===== config.mk =====
export PLATFORM = sky130hd
export DESIGN_NAME = ile_front
export DESIGN_NICKNAME = d
export VERILOG_FILES = /design/src/hdl/ile_pkg.sv /design/src/hdl/ile_front.sv
export SDC_FILE = /design/constraint.sdc
export NUM_CORES = 1
export LEC_CHECK = 0
export ABC_AREA = 1
export BUFFER_PORTS_ARGS = -buffer_cell sky130_fd_sc_hd__buf_2
export CAP_MARGIN = 20
export CORE_MARGIN = 1.5
export CORE_UTILIZATION = 38
export DETAILED_ROUTE_END_ITERATION = 12
export GPL_ROUTABILITY_DRIVEN = 0
export HOLD_SLACK_MARGIN = 0.02
export PLACE_DENSITY = 0.88
export SLEW_MARGIN = 30
export SYNTH_ARGS = -nofsm -noshare
export SYNTH_HDL_FRONTEND = slang
export SYNTH_SLANG_ARGS = --single-unit

===== constraint.sdc =====
create_clock -name clk -period 12.2 [get_ports clk]
set_clock_uncertainty 0.15 [all_clocks]
set_input_delay 2.44 -clock clk [delete_from_list [all_inputs] [get_ports clk]]
set_output_delay 2.44 -clock clk [all_outputs]
set_load 0.02 [all_outputs]

===== src/hdl/ile_pkg.sv =====
// ----------------------------------------------------------------------------
// ile_pkg: shared definitions of the indexed list engine
// Field widths, stream packing, operation codes and command kinds.
// ----------------------------------------------------------------------------
package ile_pkg;

	localparam int CAPACITY_DEF = 256;

	localparam int FUNC_W = 3;
	localparam int POS_W  = 10;
	localparam int VAL_W  = 32;
	localparam int LEN_W  = 9;

	localparam int S_TDATA_W = 48;
	localparam int S_TUSER_W = 3;
	localparam int S_VAL_LSB = POS_W;

	localparam int M_TDATA_W = 48;
	localparam int M_HIT_BIT = VAL_W;
	localparam int M_ACC_BIT = VAL_W + 1;
	localparam int M_LEN_LSB = VAL_W + 2;
	localparam int M_PAD_W   = M_TDATA_W - (VAL_W + 2 + LEN_W);

	localparam logic [VAL_W-1:0] MINUS_ONE = '1;
	localparam logic [POS_W-1:0] POS_HEAD  = '1;

	typedef enum logic [FUNC_W-1:0] {
		FN_GET      = 3'd0,
		FN_ADD_HEAD = 3'd1,
		FN_ADD_TAIL = 3'd2,
		FN_ADD_AT   = 3'd3,
		FN_DELETE   = 3'd4
	} func_t;

	typedef enum logic [1:0] {
		CMD_NONE   = 2'd0,
		CMD_READ   = 2'd1,
		CMD_INSERT = 2'd2,
		CMD_DELETE = 2'd3
	} cmd_kind_t;

	// packed command: kind, accepted, position, count before, count after, value
	function automatic int cmd_width(input int capacity);
		return 2 + 1 + $clog2(capacity) + 2 * $clog2(capacity + 1) + VAL_W;
	endfunction

endpackage


===== src/hdl/ile_front.sv =====
// ----------------------------------------------------------------------------
// ile_front: request decoder
// Accepts request words, tracks the list length and turns each request into
// a command that is already resolved to read, insert, delete or no-op.
// ----------------------------------------------------------------------------
module ile_front #(
	parameter int CAPACITY = ile_pkg::CAPACITY_DEF,
	localparam int AW = $clog2(CAPACITY),
	localparam int CW = $clog2(CAPACITY + 1),
	localparam int CMDW = ile_pkg::cmd_width(CAPACITY)
) (
	input  logic                           clk,
	input  logic                           arst_n,
	input  logic                           s_tvalid,
	output logic                           s_tready,
	input  logic [ile_pkg::S_TDATA_W-1:0]  s_tdata,
	input  logic [ile_pkg::S_TUSER_W-1:0]  s_tuser,
	output logic                           cmd_valid,
	input  logic                           cmd_ready,
	output logic [CMDW-1:0]                cmd_data
);

	localparam int CMPW = (CW > ile_pkg::POS_W) ? CW : ile_pkg::POS_W;

	typedef struct packed {
		ile_pkg::cmd_kind_t          kind;
		logic                        accepted;
		logic [AW-1:0]               pos;
		logic [CW-1:0]               count;
		logic [CW-1:0]               new_len;
		logic [ile_pkg::VAL_W-1:0]   value;
	} cmd_t;

	logic [CW-1:0]               count_q;
	logic [ile_pkg::POS_W-1:0]   pos_raw;
	logic [CMPW-1:0]             pos_x;
	logic [CMPW-1:0]             count_x;
	logic                        pos_nonneg;
	logic                        full;
	logic                        in_range;
	cmd_t                        cmd;

	assign pos_raw    = s_tdata[ile_pkg::POS_W-1:0];
	assign pos_x      = CMPW'(pos_raw);
	assign count_x    = CMPW'(count_q);
	assign pos_nonneg = !pos_raw[ile_pkg::POS_W-1];
	assign full       = (count_q == CW'(CAPACITY));
	assign in_range   = pos_nonneg && (pos_x < count_x);

	always_comb begin
		cmd.kind     = ile_pkg::CMD_NONE;
		cmd.pos      = AW'(pos_x);
		cmd.count    = count_q;
		cmd.value    = s_tdata[ile_pkg::S_VAL_LSB +: ile_pkg::VAL_W];
		case (ile_pkg::func_t'(s_tuser)) 
			ile_pkg::FN_GET: begin
				if (in_range) cmd.kind = ile_pkg::CMD_READ;
			end
			ile_pkg::FN_ADD_HEAD: begin
				if (!full) cmd.kind = ile_pkg::CMD_INSERT;
				cmd.pos = '0;
			end
			ile_pkg::FN_ADD_TAIL: begin
				if (!full) cmd.kind = ile_pkg::CMD_INSERT;
				cmd.pos = AW'(count_q);
			end
			ile_pkg::FN_ADD_AT: begin
				if (pos_raw == ile_pkg::POS_HEAD) begin
					if (!full) cmd.kind = ile_pkg::CMD_INSERT;
					cmd.pos = '0;
				end else if (pos_nonneg && (pos_x <= count_x) && !full) begin
					cmd.kind = ile_pkg::CMD_INSERT;
				end
			end
			ile_pkg::FN_DELETE: begin
				if (in_range) cmd.kind = ile_pkg::CMD_DELETE;
			end
			default: begin
				cmd.kind = ile_pkg::CMD_NONE;
			end
		endcase
		cmd.accepted = (cmd.kind == ile_pkg::CMD_INSERT) || (cmd.kind == ile_pkg::CMD_DELETE);
		case (cmd.kind)
			ile_pkg::CMD_INSERT: cmd.new_len = count_q + 1'b1;
			ile_pkg::CMD_DELETE: cmd.new_len = count_q - 1'b1;
			default:             cmd.new_len = count_q;
		endcase
	end

	assign s_tready  = cmd_ready;
	assign cmd_valid = s_tvalid;
	assign cmd_data  = cmd;

	// advance the length as soon as the word is taken; the back end follows in order
	always_ff @(posedge clk or negedge arst_n) begin
		if (!arst_n) begin
			count_q <= '0;
		end else if (s_tvalid && cmd_ready) begin
			count_q <= cmd.new_len;
		end
	end

endmodule


# After elaboration in Yosys (flattened, before gate mapping)
# Index checks and enable logic that the tools add are counted.
[classes]
n_addsub = 2
order_cmp = 2
reduce_logical = 9
n_eq_ne = 8
mux = 9
[op_table]
columns = ["operator", "count"]
rows = [
  ["$pmux W8 S3", 1],
  ["$pmux W9 S2", 1],
  ["$eq A10 B10 Y1 const B", 1],
  ["$le A10 B9 Y1", 1],
  ["$lt A10 B9 Y1", 1],
  ["$add A9 B1 Y9 const B", 1],
  ["$eq A9 B9 Y1 const B", 1],
  ["$sub A9 B1 Y9 const B", 1],
  ["$mux W2", 4],
  ["$mux W8", 1],
  ["$pmux W2 S4", 1],
  ["$eq A3 B2 Y1 const B", 2],
  ["$eq A2 B2 Y1 const B", 2],
  ["$logic_and A1 B1 Y1", 4],
  ["$eq A3 B1 Y1 const B", 1],
  ["$eq A3 B3 Y1 const B", 1],
  ["$logic_not A3 Y1", 1],
  ["$logic_not A1 Y1", 2],
  ["$reduce_or A2 Y1", 1],
  ["$logic_or A1 B1 Y1", 1],
  ["$mux W1", 1],
]
[totals]
out_inout_bits = 63
register_bits = 9
wordCells = 31
in_bits = 55

# Logic depth before layout (Yosys ltp)
# Gate-level depths: netlist of run 1.
[depth]
word_depth = 8
mapped_depth = 27
ltp_nobuf = 27

# Least setup slack after synthesis of run 1
# No wires, ideal clock.
[synth_path]
path_type = "input to output"
from = "input s_tdata[8] (netlist bit)"
to = "output cmd_data[40]"
arrival_time_ps = 4908
cell_stages = 21
required_time_ps = 9610
path_buffers = 0
path_slack_ps = 4702
path_cell_list = "ha_1 -> nand2_2 -> nor2_1 -> nor2_2 -> nand4_1 -> nand2_2 -> inv_1 -> nor2_1 -> inv_1 -> fa_1 -> inv_1 -> nand3_1 -> nand2_1 -> nand2_1 -> nand2_1 -> inv_1 -> nand2_1 -> nand2_1 -> inv_1 -> nand3_1 -> nand2_1"
[synth_between]
elab_chain_cells = 8
elab_cells_between_ends = 14
classes_between = "order compare (2); eq/ne (3); mux (6); reduce/logical (3)"
[synth_rtl]
columns = ["item", "line_no", "rtl"]
rows = [
  ["from (decl)", "ile_front.sv:16", "input logic [ile_pkg::S_TDATA_W-1:0] s_tdata,"],
  ["$le A10 B9 Y1", "ile_front.sv:71", "end else if (pos_nonneg && (pos_x <= count_x) && !full) begin"],
  ["$logic_and A1 B1 Y1 (2 in a row)", "ile_front.sv:71", ""],
  ["$mux W2", "ile_front.sv:71", ""],
  ["$mux W2", "ile_front.sv:68", "if (pos_raw == ile_pkg::POS_HEAD) begin"],
  ["$pmux W2 S4 (*)", "ile_front.sv:55", "case (ile_pkg::func_t'(s_tuser))"],
  ["$eq A2 B2 Y1", "ile_front.sv:83", "case (cmd.kind)"],
  ["$pmux W9 S2 (*)", "ile_front.sv:83", ""],
  ["to (decl)", "ile_front.sv:20", "output logic [CMDW-1:0] cmd_data"],
]
# Every way passes the cells marked *; elsewhere a longest branch is shown, timed or not.

# Worst setup path after layout of run 1
[layout_path]
from = "input s_tdata[5] (netlist bit)"
to = "output cmd_data[40]"
# The elaborated chain is that of the path after synthesis.

==> out/results.ini, run 1 <==
[status]
status=finished clean

[route]
dr.pass1.iters=4
vias_per_cell=4.923
routed_wl_um=3824
drtIter0Drc=44
drtAntennaViolNets=0
wl_per_cell_um=12.26
vias=1536
post-route-drc-count=0

[timing]
hold_ws_ps=409.8
final.setup.tns_ps=0
report.final.slew_viol_count=0
hold_viol=0
max_freq_mhz=123.8
setup_viol=0
rsz0062_at_grt=no
worst_slew_pin_slew_ps=641.8
finalCriticalPeriod_ps=8080
max-slew-margin-rel_pct=57.12
min_period_over_period_pct=66.23

[cts]
htree_levels=1
cts_hold_buf=0
cts_tree=yes
clk_pin_slew_ps=40
insertion_delay_ps=250
cts.root.buffer_cell=clkbuf_8
numClockSinks=9
cts_resized=0
clk_path_buf_depth=2
cts_setup_buffers=0
cts_made_buffers=3

[cells_and_area]
regMostFlops=count_q
multiInputGateArea_um2=957.2
diodes=0
area_growth_pct=4.446
postLayoutCoreUtil_pct=41.58
reg_top3=count_q x9
finalInstanceArea_mm2=0.001675
drive_above_1_share_pct=25.95
largest_register_ffs=9
regArea_um2=225.2
fillCellCount=424
nNetsFinal=335

[place]
placed_area_mm2=0.001630
place_hpwl_um=3106
port_buffers=47

[synthesis]
ys_seq_elements=9
synth.largest_area_cell=buf_4
syn_area_mm2=0.001604
synth_cell_types=29
yosysTopAreaCellShare_pct=15.91
syn_nets=319
yosys_warnings=0
avgSynthCellArea_um2=6.494
synth_area_leaders=buf_4 16%, nand2_1 15%, dfrtp_1 14%
yosysSeqAreaShare_pct=14.04
synthCells=247

[setup_path]
crit_top_cell=nand2_1
start_kind=input pin
cpPeakStageDelay_ps=450
endpoint_kind=output port
slowest_stage=nor2_1
cp_data_arrival_time_ps=5490
worstPathRequired_ps=9610
crit_path_max_fanout=8
crit_family=simple AND/OR/NAND/NOR gates
criticalPathCategory=input pin to output port
critPathBufInv=7

[power_and_ir_drop]
p_leak_uw=0.0009873
p_seq_share_pct=21.4
comb_power_share_pct=63.4
p_sw_share_pct=52.87
vdd_drop_max_mv=0.04974
powerDensity_mw_per_mm2=144.5
clockPowerShare_pct=15.3
p_sw_uw=128.0
power_uw=242.0
internal_power_uw=114.1

[floorplanning]
die_w_um=67.97
coreArea_mm2=0.004029
start_util_pct=39.81
io_pins=118
die_y_um=67.97
dieArea_mm2=0.004620
num_rows=23

[global_routing]
grt_max_degree=16
grt_pass1_wl_um=6272
grt_pass1_vias=1489
antenna_found_initial=0
gr-total-overflow=0
grt_usage_pct=17.88

[job]
max_cap_violations=0

[worst_hold_path]
hold_path.class=flop to flop

cell type report:
cell class                 count  area share, %
clock buffer                   4          2.689
inverter                      40          8.962
multi-input combinational    162          57.13
sequential                     9          13.44
tap                           50          3.734
timing repair buffer          47          14.04
cells in the final DEF, fill, tap and decap left out, types with 4 or more instances in the layout:
master and instances:
a21oi_1 5, buf_2 47, dfrtp_1 9, ha_1 16, inv_1 39, nand2_1 64
nand2_2 4, nand3_1 11, nor2_1 15, o21ai_0 9, o21ai_2 6, o22ai_1 8
xnor2_1 4
cells in the mapped netlist, drive strengths merged:
master and instances:
a21boi 1, a21o 1, a21oi 5, buf 36, dfrtp 9, fa 1, ha 16, inv 40
nand2 68, nand3 13, nand3b 1, nand4 3, nor2 19, nor3 2, o21ai 17, o22ai 8
xnor2 4, xor2 3
cells by family after synthesis:
| logic type | synth area share [%] |
|---|---|
| flops | 14.04 |
| compound gates | 12.32 |
| fa+ha+maj | 13.73 |
| xor+xnor | 4.290 |
| buf+inv | 26.29 |
| simple gates | 29.33 |
metrics by stage:
| stage | setup WS, ps | cells |
|---|---|---|
| 2_1_floorplan | 4702 | 247 |
| 3_3_place_gp | 4216 | 308 |
| 3_5_place_dp | 4154 | 308 |
| 4_1_cts | 4149 | 312 |
| 5_1_grt | 3848 | 312 |
| 6_report | 4120 | 312 |
power groups by stage:
| stage | logic (µW) | clock network, µW | registers (µW) |
|---|---|---|---|
| CTS | 154 | 36.6 | 51.8 |
| detailed placement | 154 | 0 | 52.5 |
| global placement | 148 | 0 | 51.9 |
| global route | 171 | 39.4 | 53.4 |
| floorplan | 115 | 0 | 59.6 |
| finish | 153 | 36.9 | 51.7 |
metal layers:
metal  track usage (%)  up-vias  share of wire, %
met5                 0        -                 0
met4             12.25        0               3.4
met3             3.125       14               9.0
met2             31.43       62                50
met1             19.36      681                38
li1                  -      779                 -
worst paths after layout:
path | start | end | slack, ps | cells after the start
max in group asynchronous | arst_n | count_q[7] | 9800 | 1
min in group asynchronous | arst_n | count_q[3] | 1900 | 1
worst min-delay path | count_q[8] | count_q[8] | 410 | 2
worst max register to register | count_q[5] | count_q[8] | 8520 | 27
worst min register to register | count_q[8] | count_q[8] | 410 | 2
worst max-delay path | s_tdata[5] | cmd_data[40] | 4120 | 25
worst min-delay path, cell delays in order (launching register included):
cell     delay (ps)
dfrtp_1         390
nand2_1          70
nand2_1          60
No activity file was read; power rests on OpenSTA's default activity.
==> run 2, diff against run 1 <==
clock period = 8 ns   (was 12.2 ns; I/O delays follow)
==> run 2 against run 1 <==
Non-clock buffer count unchanged. Sequential share of layout area is the same. Cell count unchanged. Worst setup slack got worse by 2500 ps. Worst hold slack improved by 23 ps. Critical endpoint unchanged. Count of clock-buffer cells in the layout is the same. Largest cell class unchanged. Sequential power is 53% higher. Highest routed layer unchanged.
==> out/results.ini, run 2 (synthesis gave the netlist of run 1 again) <==
[route]
routed_wl_um=3898  ; was 3824 µm
vias=1586  ; was 1536
vias_per_cell=5.083  ; was 4.923
drtIter0Drc=61  ; was 44
post-route-drc-count=0  ; unchanged
wl_per_cell_um=12.49  ; was 12.26 µm
drtAntennaViolNets=0  ; unchanged
dr.pass1.iters=6  ; was 4

[cells_and_area]
final_common_cell=nand2_1  ; unchanged
regMostFlops=count_q  ; unchanged
layout_common_cells=64 x nand2_1, 47 x buf_2, 39 x inv_1  ; unchanged
reg_top3=count_q x9  ; unchanged
largest_register_ffs=9  ; unchanged
nNetsFinal=335  ; unchanged
fillCellCount=410  ; was 424
diodes=0  ; unchanged
layout.cells.non_filler=312  ; unchanged
postLayoutCoreUtil_pct=41.58  ; unchanged
drive_above_1_share_pct=25.95  ; unchanged
area_growth_pct=4.446  ; unchanged

[timing]
finalCriticalPeriod_ps=6398
max_freq_mhz=156.3
setup_viol=0  ; unchanged
max-slew-margin-rel_pct=57.26  ; was 57.12%
hold_viol=0  ; unchanged
worst_slew_pin_slew_ps=639.7  ; was 641.8 ps
min_period_over_period_pct=79.98
report.final.slew_viol_count=0  ; unchanged
final.setup.tns_ps=0  ; unchanged
rsz0062_at_grt=no  ; unchanged
layout_setup_ws_ps=1602  ; was 4120 ps

[job]
max_cap_violations=0  ; unchanged

[setup_path]
cp_data_arrival_time_ps=4650  ; was 5490 ps
rrSetupSlack_ps=4340  ; was 8520 ps
r2r_start=count_q[5]  ; unchanged
endpoint_kind=output port  ; unchanged
criticalPathCategory=input pin to output port  ; unchanged
start_kind=input pin  ; unchanged
worstPathRequired_ps=6250  ; was 9610 ps
rr_endpoint=count_q[8]  ; unchanged
crit_path_max_fanout=8  ; unchanged
reg2reg_depth=27  ; unchanged

[worst_hold_path]
whs_endpoint=count_q[8]  ; unchanged
hold_path.class=flop to flop  ; unchanged
min-delay-start=count_q[8]  ; unchanged
min_path_cells=2  ; unchanged

[place]
dpl.cell_count=308  ; unchanged
port_buffers=47  ; unchanged
place_hpwl_um=3137  ; was 3106 µm
pre_cts_ws_ps=1642  ; was 4154 ps

[floorplanning]
start_util_pct=39.81  ; unchanged
die_w_um=67.97  ; unchanged
die_y_um=67.97  ; unchanged
num_rows=23  ; unchanged
dieArea_mm2=0.004620  ; unchanged
io_pins=118  ; unchanged
coreArea_mm2=0.004029  ; unchanged

[cts]
cts_hold_buf=0  ; unchanged
numClockSinks=9  ; unchanged
cts.root.buffer_cell=clkbuf_8  ; unchanged
cts_resized=0  ; unchanged
htree_levels=1  ; unchanged
clk_path_buf_depth=2  ; unchanged
clk_pin_slew_ps=40  ; about the same
cts_made_buffers=3  ; unchanged
cts_setup_buffers=0  ; unchanged
cts_tree=yes  ; unchanged
insertion_delay_ps=240  ; was 250 ps

[global_routing]
grt_pass1_vias=1457  ; was 1489
grt_usage_pct=17.99  ; was 17.88%
grt_max_degree=16  ; unchanged
grt_pass1_wl_um=6313  ; was 6272 µm
antenna_found_initial=0  ; unchanged
gr-total-overflow=0  ; unchanged

[status]
status=finished clean  ; unchanged

[power_and_ir_drop]
vdd_drop_max_mv=0.06745  ; was 0.04974 mV
p_leak_uw=0.0009873  ; unchanged
powerDensity_mw_per_mm2=220.9  ; was 144.5 mW/mm²

==> run 2: cell counts in the layout (fill, tap and decap cells not counted) <==
Identical to the previous run, type by type.
==> run 2: metrics by stage <==
step / hold WS, ps / cell area [µm²] / power, µW
floorplan: 489.8 / 1604 / 266.6
global placement: 400.6 / 1630 / 305.3
detailed placement: 420.6 / 1630 / 314.2
CTS: 432.7 / 1675 / 370.8
global route: 484.7 / 1675 / 401.4
finish: 432.8 / 1675 / 370.0
==> run 2: area by class of cell <==
cell class	count	area [µm²]	area share (%)
inverter	40	150.1	8.962
tap	50	62.56	3.734
clock buffer	4	45.04	2.689
sequential	9	225.2	13.44
timing repair buffer	47	235.2	14.04
multi-input combinational	162	957.2	57.13
==> run 2: worst max path at each step <==
stage	startpoint	end	cells after the start
floorplan	s_tdata[8]	cmd_data[40]	21
global placement	s_tdata[5]	cmd_data[40]	25
detailed placement	s_tdata[5]	cmd_data[40]	25
CTS	s_tdata[5]	cmd_data[40]	25
global route	s_tdata[5]	cmd_data[40]	25
finish	s_tdata[5]	cmd_data[40]	25
==> run 2: power breakdown <==
group | leakage (µW) | internal [µW] | switching [µW] | total, µW
registers | 0.000117 | 58.8 | 20.3 | 79.1
clock network | 0.0000228 | 34.9 | 20.4 | 55.4
logic | 0.000847 | 80.2 | 155 | 236
total | 0.000987 | 174 | 196 | 370
==> run 2: per-layer routing <==
metal	up-vias	global-route usage (%)	wire (µm)
li1	783	-	-
met1	713	20.48	1491
met2	81	31.80	2015
met3	9	2.632	308
met4	0	10.25	82
met5	-	0	0
==> run 2: critical path, cell delays in order <==
cell     delay, ps
buf_2          120
ha_1           300
nand2_1        100
inv_1           40
nand2_1         50
nand2_1         50
nand2_1        110
nand4_1        110
nand2_2        110
inv_1           80
nor2_1         450
inv_1          130
fa_1           440
inv_1           80
nand3_1         60
nand2_1        120
nand2_1         60
nand2_1         70
nand4_1         90
nand2_1         70
inv_1           40
nand2_1         60
nand2_1         40
nand2_1         70
buf_2          170
