`src/hdl/ile_cmd_fifo.sv`:
```
// ----------------------------------------------------------------------------
// ile_cmd_fifo: two-entry command queue
// Decouples the request decoder from the list sequencer.
// ----------------------------------------------------------------------------
module ile_cmd_fifo #(
	parameter int W = 8
) (
	input  logic         clk,
	input  logic         arst_n,
	input  logic         in_valid,
	output logic         in_ready,
	input  logic [W-1:0] in_data,
	output logic         out_valid,
	input  logic         out_ready,
	output logic [W-1:0] out_data
);

	logic [W-1:0] entry_q [2];
	logic         wr_q;
	logic         rd_q;
	logic [1:0]   cnt_q;
	logic         push;
	logic         pop;

	assign in_ready  = (cnt_q != 2'd2);
	assign out_valid = (cnt_q != 2'd0);
	assign out_data  = entry_q[rd_q];
	assign push      = in_valid && in_ready;
	assign pop       = out_valid && out_ready;

	always_ff @(posedge clk) begin
		if (push) entry_q[wr_q] <= in_data;
	end

	always_ff @(posedge clk or negedge arst_n) begin
		if (!arst_n) begin
			wr_q  <= 1'b0;
			rd_q  <= 1'b0;
			cnt_q <= 2'd0;
		end else begin
			if (push) wr_q <= !wr_q;
			if (pop) rd_q <= !rd_q;
			case ({push, pop})
				2'b10:   cnt_q <= cnt_q + 2'd1;
				2'b01:   cnt_q <= cnt_q - 2'd1;
				default: cnt_q <= cnt_q;
			endcase
		end
	end

endmodule

```
`config.mk`:
```
export PLATFORM = sky130hd
export DESIGN_NAME = ile_cmd_fifo
export DESIGN_NICKNAME = d
export VERILOG_FILES = /design/src/hdl/ile_cmd_fifo.sv
export SDC_FILE = /design/constraint.sdc
export NUM_CORES = 1
export LEC_CHECK = 0
export BUFFER_PORTS_ARGS = -buffer_cell sky130_fd_sc_hd__buf_2
export CELL_PAD_IN_SITES_DETAIL_PLACEMENT = 1
export CELL_PAD_IN_SITES_GLOBAL_PLACEMENT = 1
export CORE_MARGIN = 5
export CORE_UTILIZATION = 40
export CTS_CLUSTER_SIZE = 30
export DETAILED_ROUTE_END_ITERATION = 6
export GPL_ROUTABILITY_DRIVEN = 0
export PLACE_DENSITY = 0.77
export SLEW_MARGIN = 20
export SYNTH_ARGS = -nofsm -noshare
export SYNTH_HDL_FRONTEND = slang
export SYNTH_SLANG_ARGS = --single-unit
```
`constraint.sdc`:
```
create_clock -name clk -period 1.72 [get_ports clk]
set_clock_uncertainty 0.05 [all_clocks]
set_input_delay 0.172 -clock clk [delete_from_list [all_inputs] [get_ports clk]]
set_output_delay 0.172 -clock clk [all_outputs]
set_load 0.05 [all_outputs]
```
==> After elaboration in Yosys (flattened, before gate mapping) <==
Memories as Yosys holds them, arrays and structs flattened.
Cells that the tools add are included.
{ "word_totals": {"ramBits": 16, "memories": 1, "output_inout_bits": 10, "wordCells": 18, "regBits": 4, "input_bits": 12} }
{ "classes": {"eq_ne": 3, "add_sub_neg": 2, "n_mux": 3, "n_reduce_logical": 6} }
{ "mem_list": {"columns": ["name", "words", "width", "rd", "rd_clocked_by_memory_dff", "write_ports", "line_no", "source"], "rows": [
  ["entry_q", 2, 8, 1, 0, 1, "18", "logic [W-1:0] entry_q [2];"]
]} }
{ "ops": {"columns": ["operator", "count"], "rows": [
  ["one-hot mux 2 bit (2 select lines)", 1],
  ["nonzero test 2 bit", 2],
  ["adder 2 x 1 -> 2 bit, second input constant", 1],
  ["equality test 2 x 1 -> 1 bit, second input constant", 1],
  ["equality test 2 bit, second input constant", 1],
  ["logical AND 1 bit", 2],
  ["logical NOT 1 bit", 2],
  ["two-way mux 1 bit", 2],
  ["inequality test 2 bit, second input constant", 1],
  ["subtractor 2 x 1 -> 2 bit, second input constant", 1]
]} }

==> Depth between registers and ports, before layout <==
Gate-level depths: netlist (run 1).
{ "logic_depth": {"ltp_word": 4, "depth_mapped": 6, "ltp_nobuf": 6} }

==> Worst setup path before layout (run 1) <==
No wires, ideal clock.
{ "synth_path": {"path_type": "flip-flop to flip-flop", "startpoint": "reg cnt_q[0]", "endpoint": "mem entry_q[0][0], enable pin", "setup_time_ps": 370, "arrival_time_ps": 1443, "required_ps": 1300, "path_stages_with_launch": 4, "setup_slack_ps": -143, "synth_period_minus_slack_ps": 1863, "path_buffers": 0, "path_cell_list": "dfrtp_1 -> nand2b_1 -> nand2_1 -> nor2_1"} }
{ "synth_between": {"elab_chain_len": 4} }
{ "synth_lines": {"columns": ["element", "line_no", "source"], "rows": [
  ["start: declaration", "21", "logic [1:0] cnt_q;"],
  ["start signal: assignment", "44", "2'b10: cnt_q <= cnt_q + 2'd1;"],
  ["start signal: assignment", "45", "2'b01: cnt_q <= cnt_q - 2'd1;"],
  ["start signal: assignment", "46", "default: cnt_q <= cnt_q;"],
  ["inequality test 2 bit", "25", "assign in_ready = (cnt_q != 2'd2);"],
  ["via in_ready", "11", "output logic in_ready,"],
  ["logical AND 1 bit", "28", "assign push = in_valid && in_ready;"],
  ["two-way mux 1 bit", "32", "if (push) entry_q[wr_q] <= in_data;"],
  ["two-way mux 1 bit (implied by the code)", "32", null],
  ["end: declaration", "18", null]
]} }
The timed path passes the listed nets, and every way through them passes these cells.

==> Worst setup path after layout (run 1) <==
{ "layout_path": {"startpoint": "reg cnt_q[0]", "endpoint": "reg cnt_q[1]"} }
{ "layout_between": {"elab_chain_len": 4, "elab_cells_between_ends": 10, "cone_classes": "2 x add/sub; 3 x eq/ne; 1 x mux; 4 x reduce/logical"} }
{ "layout_lines": {"columns": ["element", "line_no", "source"], "rows": [
  ["nonzero test 2 bit (*)", "26", "assign out_valid = (cnt_q != 2'd0);"],
  ["logical AND 1 bit (*)", "29", "assign pop = out_valid && out_ready;"],
  ["via pop", "23", "logic pop;"],
  ["equality test 2 x 1 -> 1 bit / equality test 2 bit (equally long branches)", "43", "case ({push, pop})"],
  ["one-hot mux 2 bit (2 select lines) / nonzero test 2 bit (equally long branches)", null, null]
]} }
The timed path passes the listed nets; every way through them passes the cells marked *.
A chain may end at the register's enable or synchronous reset.

==> results of run 1 <==
==> sequential cells by signal (all words and copies together), names as in the netlist <==
name / count
entry_q: 16
cnt_q: 2
rd_q: 1
wr_q: 1
==> critical path, delay by kind of cell (launching register included) <==
family	cells	cell delay (ns)
XOR/XNOR	2	0.34
adder cells (fa/ha/maj)	1	0.19
flip-flops	1	0.45
AND/OR/NAND/NOR	3	0.51
==> what timing repair did <==
action | in CTS | in global routing
resized for setup | 1 | 0
setup endpoints to repair | 6 | 0
endpoints found under the hold margin | 9 | 6
hold buffers | 4 | 3
==> power breakdown <==
group	internal [mW]	total, mW	switching (mW)
sequential	0.679	0.778	0.0985
combinational	0.299	0.894	0.595
clock	0.236	0.376	0.141
==> per-layer routing <==
metal | global-route usage | vias up | wire length (um) | part of all wire
met1 | 0.122 | 223 | 558 | 0.38
li1 | - | 216 | - | -
met2 | 0.216 | 11 | 849 | 0.58
met3 | 0.0277 | 0 | 64 | 0.043
met4 | 0.0638 | 0 | 0 | 0
met5 | 0 | - | 0 | 0
==> placed cells by master, fill, tap and decap left out, types with 2 or more instances in the layout <==
cell type and n:
buf_2 21, mux2_2 8, dfrtp_1 3, edfxtp_1 16, xnor2_1 3, xor2_1 2
clkbuf_4 3, dlygate4sd3_1 7, nor2_1 2
==> final cells by class <==
class | count | area share
tap | 25 | 0.0301
multi-input combinational | 21 | 0.183
sequential | 20 | 0.560
clock buffer | 3 | 0.0217
timing repair buffer | 29 | 0.176
clock inverter | 1 | 0.0289
==> how the worst min path moves through the flow <==
stage / from / to / slack (ns) / depth (start not counted)
2_1_floorplan: arst_n / cnt_q[0] / -0.17 / 0
3_3_place_gp: arst_n / cnt_q[0] / -0.06 / 1
3_5_place_dp: arst_n / cnt_q[1] / -0.06 / 1
4_1_cts: in_data[0] / entry_q[1][0] / 0.001 / 1
5_1_grt: in_data[2] / entry_q[0][2] / 0.003 / 1
6_report: in_data[2] / entry_q[0][2] / 0.02 / 1
==> kinds of logic (layout without fill, tap and decap cells) <==
family                     Yosys count  in the layout
muxes                                8              8
DFF                                 20             20
adders and majority gates            1              1
buffers and inverters                1             33
and+or+nand+nor                      7              7
xor gates and xnor gates             5              5
==> metrics.txt, run 1 <==
Worst Path Required=between 1.5 and 2 ns; Tcrit/Tclk final=0.948; DP Wirelength=1020 um; initial antenna violation count=0; power density cells=1970 nW/um^2; Final Hold Violating Endpoints=0; DR vias/cell=4.55; Area after DPL=915 um^2; post-route insts no fill=99; synthesized cell area=771 um^2; crit path to=cnt_q[1]; final worst setup slack=0.0887 ns; CP max stage cell=dfrtp_1; die height=53.9 um; setup bufs post-CTS=0; maximum vdd drop=1.02 mV; Net count, final=88; top-count cell post-synth=edfxtp_1; Antenna Nets Post-Route=0; worst reg-to-reg path cell count=6; most used flip-flop cell after synthesis=edfxtp_1; Hold/Removal Path Class=in -> reg; Post-synth top cells=edfxtp_1 (16), mux2_2 (8), dfrtp_1 (4); clock period minus worst slack=1.63 ns; critical path launch point type=register; Design Area, Final=1040 um^2; Synth Area in Compound Gates=0; Setup violations, final=0; slew at the pin with the worst max-slew slack=0.382 ns; Die ar.=around 2900 um^2; area growth from synthesis to layout=34.7%; Post-synth EDFFs=16; IO Port Bufs=21; routed wire length=about 1500 um; clk sinks=20; Iter 0 DRT Violations=6; cts bufs inserted=3; kind of critical path=reg -> reg; Synth top area share=0.623; Crit. End Element=register; layout cells sized above 1=0.514; n_diodes=0; largest net degree at the start of global routing=13; Slew Viols, Final=0; final total power=2.05 mW; worst-path cell chain=or2_4, and2_4, ha_1, xnor2_1, nor2_1, xor2_1; FF-to-FF Start=cnt_q[0]; largest family of logic cells by synthesized area=multiplexers; Worst-Skew Late Latency=around 0.30 ns; global-route wire length before repair=2240 um; r2r endpoint=cnt_q[1]; io pins=22; Layout Utilization=0.582; mux cell area share after synthesis=0.117; Rows=15; core area=1780 um^2; area leader, netlist=edfxtp_1; Peak Freq=between 0.6 and 0.7 GHz; async set-or-reset flop fraction in the synthesized netlist=0.200; DR DRC count=0; status=finished clean; register area=582 um^2; CTS tree=yes; clock-pin slew on the worst setup and hold paths=about 0.12 ns; fill count=around 190; htree depth=1; Synth area leaders=edfxtp_1 (62%), dfrtp_1 (13%), mux2_2 (12%); Max stage delay on crit path=roughly 0.45 ns; Clock Tree Buf Depth=2; Ys Warns=0; Gate Count Post-Synth=42; Root Driver=clkbuf_4; net count after synthesis=55; Initial Util=0.432; fraction of the yosys area taken by sequential cells=0.753; max_slew headroom=0.745; Setup crit start=cnt_q[0]; unrepaired setup endpoints after global routing=false; syn avg cell area=18.4 um^2; R2R Setup Slk=slightly below 0.09 ns; simple-gate share of the synthesized area=0.0503; grt total ovfl=0; MaxCap Viol Count=0; Arrival @ worst endpoint=roughly 1.8 ns; hold_ws=roughly 0.016 ns; Vias=450; Tot GR Track Use=0.118; CP max FO=4; Die X=53.9 um; pre-CTS setup slack=0.148 ns; fraction of the mapped netlist area in adder cells=0.0162; post-synthesis xor/xnor area fraction=0.0568; Multi-input gate area=190 um^2; Cells after DPL=88; leakage=0.415 nW; flops & latches, synth=20; setup TNS=0 ns; Yosys cell types=13; Pre-Repair DR Iteration Count=3; number of global-route vias before repair=494; Routed WL per cell=14.9 um
(Power assumes the default switching activity.)
==> run 2, diff against run 1 <==
--- a/config.mk
+++ b/config.mk
@@ -13,7 +13,7 @@
 export CTS_CLUSTER_SIZE = 30
 export DETAILED_ROUTE_END_ITERATION = 6
 export GPL_ROUTABILITY_DRIVEN = 0
-export PLACE_DENSITY = 0.77
+export PLACE_DENSITY = 0.82
 export SLEW_MARGIN = 20
 export SYNTH_ARGS = -nofsm -noshare
 export SYNTH_HDL_FRONTEND = slang
==> run 2 against run 1 <==
  * Die area unchanged
  * Hold slack lost 0.0041 ns
  * Via count increased by 2.7%
  * Routed wire length is 1.3% lower
  * Global-route usage up 0.25 points
  * Critical path depth fell by 4
  * Critical path type is now reg -> out
  * Largest cell class unchanged
  * Highest routed layer is now met4
==> metrics.txt, run 2 (synthesized netlist as in run 1, its figures left out) <==
Rows=15; Slew Viols, Final=0; Multi-input gate area=190 um^2; n_diodes=0; fill count=172; DR vias/cell=4.57; most frequent cells in the layout=buf_2 (21), edfxtp_1 (16), mux2_2 (8), dlygate4sd3_1 (8); post-route insts no fill=101; status=finished clean; Initial Util=0.432; final total power=2.06 mW; power density cells=between 1500 and 2000 nW/um^2; cts bufs inserted=3; slew at the pin with the worst max-slew slack=0.366 ns; Tcrit/Tclk final=0.943; Pre-Repair DR Iteration Count=3; clock-pin slew on the worst setup and hold paths=~0.11 ns; DR DRC count=0; M3 GR Usage=0.0332; CP max FO=9; maximum vdd drop=1.06 mV; Cells after DPL=89; clock period minus worst slack=1.62 ns; Setup violations, final=0; Die X=roughly 54 um; CP max stage cell=dfrtp_2; Design Area, Final=roughly 1100 um^2; largest net degree at the start of global routing=13; unrepaired setup endpoints after global routing=false; Most flops, register=entry_q; layout cells sized above 1=0.513; DP Wirelength=1130 um; Net count, final=90; clk sinks=20; grt met1 use=0.118; Worst Path Required=~1.5 ns; htree depth=1; critical path launch point type=register; Antenna Nets Post-Route=0; worst-path cell chain=mux2_2, buf_2; grt peak-use layer=met2; Peak Freq=0.617 GHz; commonest non-fill, non-tap cell in the layout=buf_2; Iter 0 DRT Violations=6; global-route wire length before repair=about 2200 um; MaxCap Viol Count=0; io pins=22; setup TNS=0 ns; max_slew headroom=0.756; Final Hold Violating Endpoints=0; Vias=between 400 and 500; Worst-Skew Late Latency=0.30 ns; routed wire length=1450 um; global routing usage on met2=0.214; Crit. End Element=output port; leakage=about 0.42 nW; Root Driver=clkbuf_4; number of global-route vias before repair=just over 500; kind of critical path=reg -> out; Tot GR Track Use=0.120; grt total ovfl=0; Clock Tree Buf Depth=2; CTS tree=yes; hold_ws=0.0115 ns; register area=582 um^2; Arrival @ worst endpoint=1.40 ns; top flop regs=entry_q: 16 flops, cnt_q: 2 flops; Max stage delay on crit path=between 0.5 and 0.6 ns; Area after DPL=922 um^2; die height=53.9 um; Die ar.=roughly 2900 um^2; IO Port Bufs=21; max reg flops=16; core area=1780 um^2; Routed WL per cell=14.4 um; area growth from synthesis to layout=37.0%; initial antenna violation count=0; Hold/Removal Path Class=in -> reg; R2R Setup Slk=0.12 ns
-- run 2: worst max-delay path: cells and delay by family, from the launching register on --
kind / cells / cell delay, ns
multiplexers: 1 / 0.37
buffers and inverters: 1 / 0.21
flip-flops: 1 / 0.51
-- run 2: what timing repair did --
| item | 4_1_cts | 5_1_grt |
|---|---|---|
| gates resized for setup | 1 | 0 |
| setup endpoints to repair | 8 | 0 |
| hold buffers | 7 | 1 |
| hold endpoints to repair | 15 | 2 |
| buffers inserted | 0 | 0 |
-- run 2: layout make-up --
cell class                      count  area share
Clock inverter                      1      0.0284
Multi-Input combinational cell     21       0.180
Sequential cell                    20       0.551
Clock buffer                        3      0.0213
Tap cell                           25      0.0296
Timing Repair Buffer               31       0.190
-- run 2: power by group --
group / switching (mW) / internal (mW)
Sequential: 0.104 / 0.679
Combinational: 0.589 / 0.310
Clock: 0.143 / 0.236
-- run 2: metal layers --
layer,part of all wire,up-vias,routed length (um)
li1,-,221,-
met5,0,-,0
met2,0.52,15,753
met1,0.38,222,559
met4,0.035,0,51
met3,0.062,4,90
-- run 2: metrics by stage --
| step | utilization | worst slack [ns] |
|---|---|---|
| after global placement | 0.517 | 0.216 |
| final | 0.592 | 0.0986 |
| after floorplan | - | 0.0584 |
| after CTS | 0.587 | 0.0744 |
| after global routing | 0.592 | 0.0537 |
| after detailed placement | 0.517 | 0.0962 |
-- run 2: final timing paths --
check / start / to / depth (start not counted)
max: rd_q / out_data[6] / 2
min: in_data[1] / entry_q[0][1] / 1
max reg2reg: cnt_q[0] / cnt_q[1] / 5
min reg2reg: wr_q / wr_q / 1
max in group asynchronous: arst_n / rd_q / 2
min in group asynchronous: arst_n / cnt_q[1] / 2
==> run 3, diff against run 2 <==
--- a/config.mk
+++ b/config.mk
@@ -13,6 +13,7 @@
 export CTS_CLUSTER_SIZE = 30
 export DETAILED_ROUTE_END_ITERATION = 6
 export GPL_ROUTABILITY_DRIVEN = 0
+export MAX_ROUTING_LAYER = met4
 export PLACE_DENSITY = 0.82
 export SLEW_MARGIN = 20
 export SYNTH_ARGS = -nofsm -noshare
==> run 3 against run 2 <==
  * Hold slack got worse by 0.0021 ns
  * Global-route usage increased by 0.35 points
  * Fmax fell by 0.13%
  * Clock power about the same
  * Critical path type unchanged
  * Largest power group unchanged
==> metrics.txt, run 3 (synthesized netlist as in run 1, its figures left out) <==
io pins=22; DR DRC count=0; IO Port Bufs=21; DR vias/cell=between 4 and 5; Arrival @ worst endpoint=about 1.4 ns; Tcrit/Tclk final=0.944; commonest non-fill, non-tap cell in the layout=buf_2; Worst Path Required=around 1.5 ns; layout cells sized above 1=0.513; crit path to=out_data[6]; Die ar.=just under 3000 um^2; most frequent cells in the layout=buf_2 (21), edfxtp_1 (16), mux2_2 (8), dlygate4sd3_1 (8); CP bufs+invs=1; top flop regs=entry_q: 16 flops, cnt_q: 2 flops; pre-CTS setup slack=0.0962 ns; Final Hold Violating Endpoints=0; clk sinks=20; Routed WL per cell=14.4 um; Net count, final=90; Peak Freq=roughly 0.62 GHz; worst reg-to-reg path cell count=5; cts bufs inserted=3; routed wire length=1450 um; CTS tree=yes; maximum vdd drop=roughly 1.1 mV; Pre-Repair DR Iteration Count=3; Antenna Nets Post-Route=0; Root Driver=clkbuf_4; Worst-Skew Late Latency=0.30 ns; Levels on crit path=2; cell family with most CP delay=flip-flops; Rows=15; clock-pin slew on the worst setup and hold paths=between 0.1 and 0.15 ns; Layout Utilization=0.592; status=finished clean; Setup crit start=rd_q; Max stage delay on crit path=between 0.5 and 0.6 ns; global-route wire length before repair=2250 um; unrepaired setup endpoints after global routing=false; Vias=around 460; Initial Util=0.432; Tot GR Track Use=0.124; setup bufs post-CTS=0; final total power=2.06 mW; power density cells=about 2000 nW/um^2; Slew Viols, Final=0; CP max stage cell=dfrtp_2; r2r endpoint=cnt_q[1]; leakage=~0.42 nW; FF-to-FF Start=cnt_q[0]; max reg flops=16; final worst setup slack=0.0965 ns; grt total ovfl=0; critical path launch point type=register; Crit. End Element=output port; MaxCap Viol Count=0; kind of critical path=reg -> out; DP Wirelength=1130 um; slew at the pin with the worst max-slew slack=0.366 ns; Iter 0 DRT Violations=6; die height=between 50 and 60 um; clock period minus worst slack=between 1.5 and 2 ns; htree depth=1; core area=1780 um^2; initial antenna violation count=0; largest net degree at the start of global routing=13; Clock Tree Buf Depth=2; n_diodes=0; Hold/Removal Path Class=in -> reg; number of global-route vias before repair=502; Die X=around 54 um; max_slew headroom=0.756; worst-path cell chain=mux2_2, buf_2; Setup violations, final=0; R2R Setup Slk=between 0.1 and 0.15 ns; Most flops, register=entry_q; setup TNS=0 ns; CP max FO=9; area growth from synthesis to layout=37.0%
-- run 3: cell counts in the layout (fill, tap and decap cells not counted) --
Identical to the previous run, type by type.
-- run 3: how the worst min path moves through the flow --
stage	start	end	slack, ns	cells past startpoint
finish	in_data[1]	entry_q[0][1]	0.009	1
global route	in_data[1]	entry_q[0][1]	0.002	1
CTS	in_data[1]	entry_q[0][1]	0.0005	1
detailed placement	arst_n	cnt_q[0]	-0.07	1
global placement	arst_n	cnt_q[0]	-0.07	1
floorplan	arst_n	cnt_q[0]	-0.17	0
-- run 3: layout make-up --
class / instances / area [um^2]
tap: 25 / 31.3
sequential: 20 / 582
fill: 172 / 727
clock inverter: 1 / 30.0
clock buffer: 3 / 22.5
timing repair buffer: 31 / 200
multi-input combinational: 21 / 190
-- run 3: worst register-to-register path: cells and delay by family (launching register included) --
kind          cells  cell delay, ns
xor+xnor          1            0.16
fa+ha+maj         1            0.31
flops             1            0.44
simple gates      3            0.57
-- run 3: report_power, final --
group / switching (mW) / total, mW / leakage, nW / internal [mW]
sequential: 0.104 / 0.783 / 0.194 / 0.679
clock: 0.144 / 0.380 / 0.0279 / 0.236
combinational: 0.589 / 0.900 / 0.203 / 0.310
total: 0.837 / 2.06 / 0.425 / 1.23
-- run 3: per-layer routing --
metal,vias to the layer above,part of all wire,global-route usage
met1,222,0.39,0.118
met5,-,0,-
met2,15,0.52,0.214
met4,0,0.034,0.0894
li1,221,-,-
met3,4,0.061,0.0332
-- run 3: timing repair --
action	4_1_cts	5_1_grt
endpoints found under the hold margin	15	2
setup endpoints to repair	8	0
hold buffers	7	1
gates resized for setup	1	0
-- run 3: per-stage QoR --
stage	hold WS (ns)	cell area, um^2	cells
floorplan	-0.174	776	42
global placement	-0.0657	922	89
detailed placement	-0.0657	922	89
CTS	0.000517	1050	100
global route	0.00169	1060	101
finish	0.00942	1060	101
